**src/lmst_pkg.sv**
```systemverilog
// Package with the shared constants, types and codes of the LED matrix scan driver.
`timescale 1ns / 1ps

package lmst_pkg;

	// Matrix geometry and dimming period.
	localparam int ROWS       = 5;
	localparam int COLS       = 7;
	localparam int DIM_PERIOD = 4;

	localparam int ROW_W = $clog2(ROWS);
	localparam int COL_W = $clog2(COLS);
	localparam int FC_W  = $clog2(DIM_PERIOD);

	// Stream word widths, padded to whole bytes.
	localparam int IN_TDATA_W  = 8;
	localparam int OUT_TDATA_W = 24;

	typedef logic [1:0]       op_t;
	typedef logic [ROW_W-1:0] row_idx_t;
	typedef logic [COL_W-1:0] col_idx_t;
	typedef logic [1:0]       level_t;
	typedef level_t [COLS-1:0] row_pix_t;

	// Operation codes carried in tuser.
	localparam op_t OP_TICK  = 2'd0;
	localparam op_t OP_WRITE = 2'd1;
	localparam op_t OP_CLEAR = 2'd2;

	// Pixel levels.
	localparam level_t LVL_OFF    = 2'd0;
	localparam level_t LVL_DIM    = 2'd1;
	localparam level_t LVL_BRIGHT = 2'd2;

	// Update command from the pipeline to the frame store.
	typedef struct packed {
		logic     wr_en;
		logic     clr;
		row_idx_t row;
		col_idx_t col;
		level_t   level;
	} store_cmd_t;

endpackage

```
**src/lmst_frame_store.sv**
```systemverilog
// Frame store of 2-bit pixels with single-pixel writes, full clear and one row read.
`timescale 1ns / 1ps

module lmst_frame_store (
	input  logic                clk,
	input  logic                arst_n,
	input  lmst_pkg::store_cmd_t cmd,
	input  lmst_pkg::row_idx_t  rd_row,
	output lmst_pkg::row_pix_t  rd_pix
);
	import lmst_pkg::*;

	row_pix_t store_q [ROWS];

	// Each pixel is its own register; out-of-range coordinates match no pixel.
	always_ff @(posedge clk or negedge arst_n) begin
		if (!arst_n) begin
			for (int r = 0; r < ROWS; r++) begin
				store_q[r] <= '0;
			end
		end else begin
			for (int r = 0; r < ROWS; r++) begin
				for (int c = 0; c < COLS; c++) begin
					if (cmd.clr) begin
						store_q[r][c] <= LVL_OFF;
					end else if (cmd.wr_en && cmd.row == row_idx_t'(r)
							&& cmd.col == col_idx_t'(c)) begin
						store_q[r][c] <= cmd.level;
					end
				end
			end
		end
	end

	// One row is read for the current scan tick.
	always_comb begin
		rd_pix = store_q[0];
		for (int r = 0; r < ROWS; r++) begin
			if (rd_row == row_idx_t'(r)) begin
				rd_pix = store_q[r];
			end
		end
	end

endmodule

```
**src/led_matrix_scan_three_level.sv**
```systemverilog
// Top level of the multiplexed LED matrix scan driver with three brightness levels.
// Throughput: one word per cycle unless a tick meets a full result slot; each word passes one
// input register and, for a tick, the result register, with the row read and counter update in between.
// Writes and clears give no result word; they pass the input register and then update the store.
// Reset (arst_n low) clears the frame store, the scan and frame counters and the mode.
`timescale 1ns / 1ps

module led_matrix_scan_three_level (
	input  logic                            clk,
	input  logic                            arst_n,
	// Slave stream: tdata = pixel_column[2:0], pixel_row[5:3], pixel_level[7:6]
	input  logic                            s_tvalid,
	output logic                            s_tready,
	input  logic [lmst_pkg::IN_TDATA_W-1:0] s_tdata,
	// tuser = operation[1:0]
	input  logic [1:0]                      s_tuser,
	// Master stream: tdata = row_lines_n[4:0], column_levels[11:5],
	// column_drive_enable[18:12], zero padding above
	output logic                             m_tvalid,
	input  logic                             m_tready,
	output logic [lmst_pkg::OUT_TDATA_W-1:0] m_tdata,
	// Configuration write channel: wiring_mode
	input  logic                             cfg_valid,
	output logic                             cfg_ready,
	input  logic                             cfg_data
);
	import lmst_pkg::*;

	localparam int FIELDS_W = ROWS + 2 * COLS;

	logic     valid_s1;
	op_t      op_s1;
	col_idx_t col_s1;
	row_idx_t row_s1;
	level_t   lvl_s1;

	logic           wiring_mode_q;
	row_idx_t       scan_row_q;
	logic [FC_W-1:0] frame_count_q;
	logic           dim_flag_q;

	logic                  out_valid_q;
	logic [ROWS-1:0]       out_rows_n_q;
	logic [COLS-1:0]       out_levels_q;
	logic [COLS-1:0]       out_drive_q;

	logic        is_tick;
	logic        out_free;
	logic        s1_go;
	store_cmd_t  cmd;
	row_idx_t    rd_row;
	row_pix_t    rd_pix;
	logic [ROWS-1:0] rows_n;
	logic [COLS-1:0] levels;
	logic [COLS-1:0] drive;
	logic [ROW_W:0]  row_inc;
	logic [FC_W:0]   fc_inc;

	// Configuration is always taken.
	assign cfg_ready = 1'b1;

	always_ff @(posedge clk or negedge arst_n) begin
		if (!arst_n) begin
			wiring_mode_q <= 1'b0;
		end else if (cfg_valid) begin
			wiring_mode_q <= cfg_data;
		end
	end

	// Handshake: the input stage moves on unless a tick finds the result slot full.
	assign is_tick  = (op_s1 == OP_TICK);
	assign out_free = !out_valid_q || m_tready;
	assign s1_go    = valid_s1 && (!is_tick || out_free);
	assign s_tready = !valid_s1 || s1_go;

	// Input register.
	always_ff @(posedge clk or negedge arst_n) begin
		if (!arst_n) begin
			valid_s1 <= 1'b0;
		end else if (s_tready) begin
			valid_s1 <= s_tvalid;
		end
	end

	always_ff @(posedge clk) begin
		if (s_tready && s_tvalid) begin
			op_s1  <= s_tuser;
			col_s1 <= s_tdata[COL_W-1:0];
			row_s1 <= s_tdata[3 +: ROW_W];
			lvl_s1 <= s_tdata[7:6];
		end
	end

	// Store update command; level three is kept as bright.
	always_comb begin
		cmd.wr_en = s1_go && (op_s1 == OP_WRITE);
		cmd.clr   = s1_go && (op_s1 == OP_CLEAR);
		cmd.row   = row_s1;
		cmd.col   = col_s1;
		cmd.level = (lvl_s1 > LVL_BRIGHT) ? LVL_BRIGHT : lvl_s1;
	end

	// Rotated wiring reads the mirrored row.
	assign rd_row = wiring_mode_q ? scan_row_q : (row_idx_t'(ROWS - 1) - scan_row_q);

	lmst_frame_store u_store (
		.clk    (clk),
		.arst_n (arst_n),
		.cmd    (cmd),
		.rd_row (rd_row),
		.rd_pix (rd_pix)
	);

	// Column and row line values for the current tick.
	always_comb begin
		level_t p;
		p = LVL_OFF;
		for (int c = 0; c < COLS; c++) begin
			if (wiring_mode_q) begin
				p = rd_pix[c];
				drive[c]  = (p != LVL_DIM);
				levels[c] = (p != LVL_OFF);
			end else begin
				p = rd_pix[COLS - 1 - c];
				drive[c]  = 1'b1;
				levels[c] = (p >= LVL_BRIGHT) || (p == LVL_DIM && dim_flag_q);
			end
		end
		for (int r = 0; r < ROWS; r++) begin
			rows_n[r] = (scan_row_q != row_idx_t'(r));
		end
	end

	// The scan row advances on each tick taken into the result register; the frame counter advances when the row wraps.
	assign row_inc = {1'b0, scan_row_q} + (ROW_W + 1)'(1);
	assign fc_inc  = {1'b0, frame_count_q} + (FC_W + 1)'(1);

	always_ff @(posedge clk or negedge arst_n) begin
		if (!arst_n) begin
			scan_row_q    <= '0;
			frame_count_q <= '0;
			dim_flag_q    <= 1'b0;
		end else if (s1_go && is_tick) begin
			if (row_inc >= (ROW_W + 1)'(ROWS)) begin
				scan_row_q <= '0;
				if (fc_inc >= (FC_W + 1)'(DIM_PERIOD)) begin
					frame_count_q <= '0;
					dim_flag_q    <= 1'b1;
				end else begin
					frame_count_q <= fc_inc[FC_W-1:0];
					dim_flag_q    <= 1'b0;
				end
			end else begin
				scan_row_q <= row_inc[ROW_W-1:0];
			end
		end
	end

	// Result register.
	always_ff @(posedge clk or negedge arst_n) begin
		if (!arst_n) begin
			out_valid_q <= 1'b0;
		end else if (out_free) begin
			out_valid_q <= s1_go && is_tick;
		end
	end

	always_ff @(posedge clk) begin
		if (s1_go && is_tick) begin
			out_rows_n_q <= rows_n;
			out_levels_q <= levels;
			out_drive_q  <= drive;
		end
	end

	assign m_tvalid = out_valid_q;
	assign m_tdata  = {(OUT_TDATA_W - FIELDS_W)'(0), out_drive_q, out_levels_q, out_rows_n_q};

endmodule

```
**config.mk**
```make
export PLATFORM = sky130hd
export DESIGN_NAME = led_matrix_scan_three_level
export DESIGN_NICKNAME = d
export VERILOG_FILES = /design/src/lmst_pkg.sv /design/src/lmst_frame_store.sv /design/src/led_matrix_scan_three_level.sv
export SDC_FILE = /design/constraint.sdc
export NUM_CORES = 1
export LEC_CHECK = 0
export ABC_AREA = 1
export CORE_MARGIN = 2
export CORE_UTILIZATION = 42
export CTS_CLUSTER_DIAMETER = 200
export DETAILED_ROUTE_END_ITERATION = 10
export DONT_BUFFER_PORTS = 1
export GPL_ROUTABILITY_DRIVEN = 0
export SETUP_SLACK_MARGIN = 0.15
export SLEW_MARGIN = 20
export SYNTH_ARGS = -nofsm -noshare
export SYNTH_HDL_FRONTEND = slang
export SYNTH_SLANG_ARGS = --single-unit
```
**constraint.sdc**
```tcl
create_clock -name clk -period 3.1 [get_ports clk]
set_input_delay 0 -clock clk [delete_from_list [all_inputs] [get_ports clk]]
set_output_delay 0 -clock clk [all_outputs]
set_load 0.05 [all_outputs]
```
==> summary.md <==
| Metric | Value |
|---|---|
| Crit share post-route | 88.2% |
| Critical path buffer and inverter count | 4 |
| Top sig layer | met4 |
| Final Hold Vio Count | 0 |
| Total Die Area | roughly 0.014 mm2 |
| Drt drc | 0 |
| Antenna cell count | 0 |
| Combinational family with the most area after synthesis | simple AND/OR/NAND/NOR gates |
| Clk_lat worst skew | 0.35 ns |
| Initial antenna violation count | 0 |
| GRT Total Usage | 19.4% |
| Outcome | complete, no violations |
| Root buffer selected by CTS | clkbuf_16 |
| Share of cells above drive strength 1 | between 8 and 9% |
| Hpwl dp | 8460 um |
| Portion of netlist area occupied by mux cells | 0.413% |
| Placed insts | 821 |
| Die height | 118 um |
| CTS clk-pin slew, worst paths | 0.07 ns |
| Sw frac | between 30 and 40% |
| Total gr overflow | 0 |
| Mapped cell area | 0.00546 mm2 |
| Peak supply drop | between 0.0003 and 0.0004 V |
| Clock Skew | roughly 0.0076 ns |
| Crit path DAT | roughly 2.8 ns |
| RSZ-0062 raised after global routing | no |
| Post-Syn Instances | 662 |
| Element type at the critical path start | register |
| Sequential-to-total area share from yosys stat | 52.2% |
| 1st-pass router iterations | 5 |
| Layout Cells excl Fill | roughly 850 |
| Power Dens Cells | 705 mW/mm2 |
| XOR/XNOR share of the synthesized area | 0% |
| Logic gate share of total power | 32.8% |
| Worst Path Max Fanout | 13 |
| Compound-cell area share of the yosys netlist | 10.9% |
| Synth warn | 0 |
| Global-route wire length before repair | ~21000 um |
| Max Clock Freq | 0.366 GHz |
| CP Data Required Time | approximately 3.2 ns |
| Clock power share | 26.3% |
| H-tree Lvls | 3 |
| Crit. End Element | register |
| Core area | approximately 0.013 mm2 |
| Bufs on Longest Clock Path | 2 |
| Drt wl/cell | 15.0 um |
| Worst-Margin Slew | 0.901 ns |
| P_int | approximately 2.7 mW |
| Post-Route WL | 12800 um |
| Cell family with most CP delay | simple AND/OR/NAND/NOR gates |
| Row cnt | slightly above 40 |
| Num CTS Buffers | 9 |
| Critical path class | register to register |
| M1 WL | approximately 5500 um |
| Met3 WL | 606 um |
| Clk sinks | ~110 |
| Synthesized area per cell | 8.24 um2 |
| Starting density of the core | 43.1% |
| LEAKAGE | 2.76 nW |
| Sw Pwr | 1.60 mW |
| Final Slew Violations | 0 |
| Post-Synth Adder-Cell Area | 2.06% |
| Layout net count | 701 |
| Sequential share of power | 40.9% |
| CTS tree | yes |
| Syn-to-layout area delta | 11.1% |
| Die X-Extent | between 100 and 150 um |
| Synth cell types | 33 |
| DR iter-0 viols | 253 |
| Largest net degree at the start of global routing | 80 |
| Slowest CP cell | dfrtp_1 |
| Seq cells post-synth | 108 |
| Max-Cap Viols | 0 |
| Final setup vio count | 0 |
| Critical-path cell list | inv_1 > ha_1 > ha_1 > nand2_1 > nand2_2 > nand2_2 > buf_4 > o21ai_1 > inv_1 > nand2_1 > nand2_1 > nand2_2 > inv_1 > nor2_1 > nor2_1 |
| Post-synthesis simple-gate area fraction | 25.7% |
| Port Buffers | 0 |
| Worst Hold Class | primary input to async pin |
| Post-route antenna net violation count | 0 |
| Max incr delay on CP | between 0.4 and 0.5 ns |
| Time the worst path needs with I/O delays and setup | 2.73 ns |
| Filler cell count | about 1.2k |
| TNS Setup | 0 ns |
| Vias per std cell | 5.07 |
| Met2 routed WL | 6370 um |
| # IOs | 43 |
| Rel. slew slack | around 40% |
| Vias | 4328 |
| Vias in the first global route | between 4k and 5k |
power groups by stage:
stage / combinational, mW / clock, mW / sequential [mW]
after floorplan: 1.13 / 0 / 1.75
after global placement: 1.32 / 0 / 1.77
after detailed placement: 1.36 / 0 / 1.78
after CTS: 1.41 / 1.15 / 1.75
after global routing: 1.62 / 1.20 / 1.76
final: 1.40 / 1.12 / 1.75
final timing paths:
check / startpoint / end / slack [ns] / cells past startpoint
setup / recovery: scan_row_q[0]$_DFFE_PN0P_ / out_levels_q[0]$_DFFE_PP_ / 0.37 / 15
hold reg to reg: u_store.store_q[46]$_DFFE_PN0P_ / u_store.store_q[46]$_DFFE_PN0P_ / 0.49 / 2
hold / removal: arst_n / u_store.store_q[51]$_DFFE_PN0P_ / 0.20 / 2
max in group asynchronous: arst_n / u_store.store_q[0]$_DFFE_PN0P_ / 2.56 / 2
setup reg to reg: scan_row_q[0]$_DFFE_PN0P_ / out_levels_q[0]$_DFFE_PP_ / 0.37 / 15
min in group clk: s_tdata[4] / row_s1[1]$_DFFE_PP_ / 0.28 / 1
cell usage after synthesis:
master    instances  area [um2]
inv_2             4        15.0
nand2_2          14        87.6
clkbuf_1         10        37.5
o211ai_1          1        7.51
clkbuf_2          1        5.00
ha_1              9         113
a21oi_1          30         150
edfxtp_1         29         871
conb_1            2        7.51
inv_1            69         259
nor3_2            3        30.0
o21ai_2           1        8.76
or2_1             6        37.5
buf_4             9        67.6
a21boi_1          1        7.51
buf_6             6        67.6
o21ai_0          73         365
o21bai_1          2        15.0
o22ai_1           2        12.5
buf_1             1        3.75
dfrtp_1          79        1980
nor2_1           51         191
nor3_1            8        40.0
mux2_2            2        22.5
nand3b_1          2        15.0
nor4_2            2        25.0
nor2_4            1        11.3
nand3_1          37         185
o21ai_1           6        30.0
buf_2             3        15.0
nor4_1            1        6.26
nand2_1         192         721
nand3_2           5        50.1
cells by family after synthesis:
kind of cell    count (synthesis)
other cells                     2
mux                             2
simple gates                  322
buf+inv                       103
compound gates                116
flops                         108
fa+ha+maj                       9
repair_timing:
action / CTS / global route
endpoints found under the setup margin: 0 / 9
gates resized for setup: 0 / 1
endpoints found under the hold margin: 92 / 0
buffers inserted: 0 / 0
hold buffers: 16 / 0
state kept, by name, summed over array words and instances (netlist names), 3 cells and up:
| register | count |
|---|---|
| out_rows_n_q | 5 |
| out_levels_q | 7 |
| scan_row_q | 3 |
| u_store.store_q | 70 |
| row_s1 | 3 |
| col_s1 | 3 |
| out_drive_q | 7 |
layer usage:
metal / global-route usage (%) / vias up
li1: - / 2144
met1: 24.4 / 2042
met2: 33.1 / 120
met3: 3.97 / 22
met4: 6.70 / 0
met5: 0 / -
per-stage QoR:
stage	util [%]	power (mW)	setup slack [ns]	instance area (um2)	hold WS [ns]
after floorplan	-	2.88	0.692	5470	-0.296
after global placement	44.2	3.09	0.397	5600	-0.291
after detailed placement	44.2	3.13	0.314	5600	-0.291
after CTS	47.8	4.30	0.312	6060	0.239
after global routing	47.9	4.58	0.187	6060	0.272
final	47.9	4.28	0.366	6060	0.203
cell type report:
cell class	count	area, um2	area share [%]
Clock buffer	11	233	3.84
Clock inverter	5	52.6	0.867
Inverter	73	274	4.52
Multi-Input combinational cell	455	2170	35.7
Sequential cell	108	2850	47.0
Tap cell	172	215	3.55
Timing Repair Buffer	29	275	4.54
cell usage in the layout, fill, tap and decap left out, drive strengths merged, types with 2 or more instances in the layout:
| master | n |
|---|---|
| dlygate4sd3 | 15 |
| o21ai | 80 |
| o22ai | 2 |
| buf | 14 |
| nor2 | 52 |
| clkbuf | 11 |
| dfrtp | 79 |
| ha | 9 |
| inv | 73 |
| conb | 6 |
| edfxtp | 29 |
| nand3b | 2 |
| nor3 | 11 |
| clkinv | 4 |
| nand2 | 206 |
| a21oi | 30 |
| mux2 | 2 |
| nor4 | 3 |
| o21bai | 2 |
| or2 | 6 |
| nand3 | 42 |
Power figures use the tool's default switching activity.
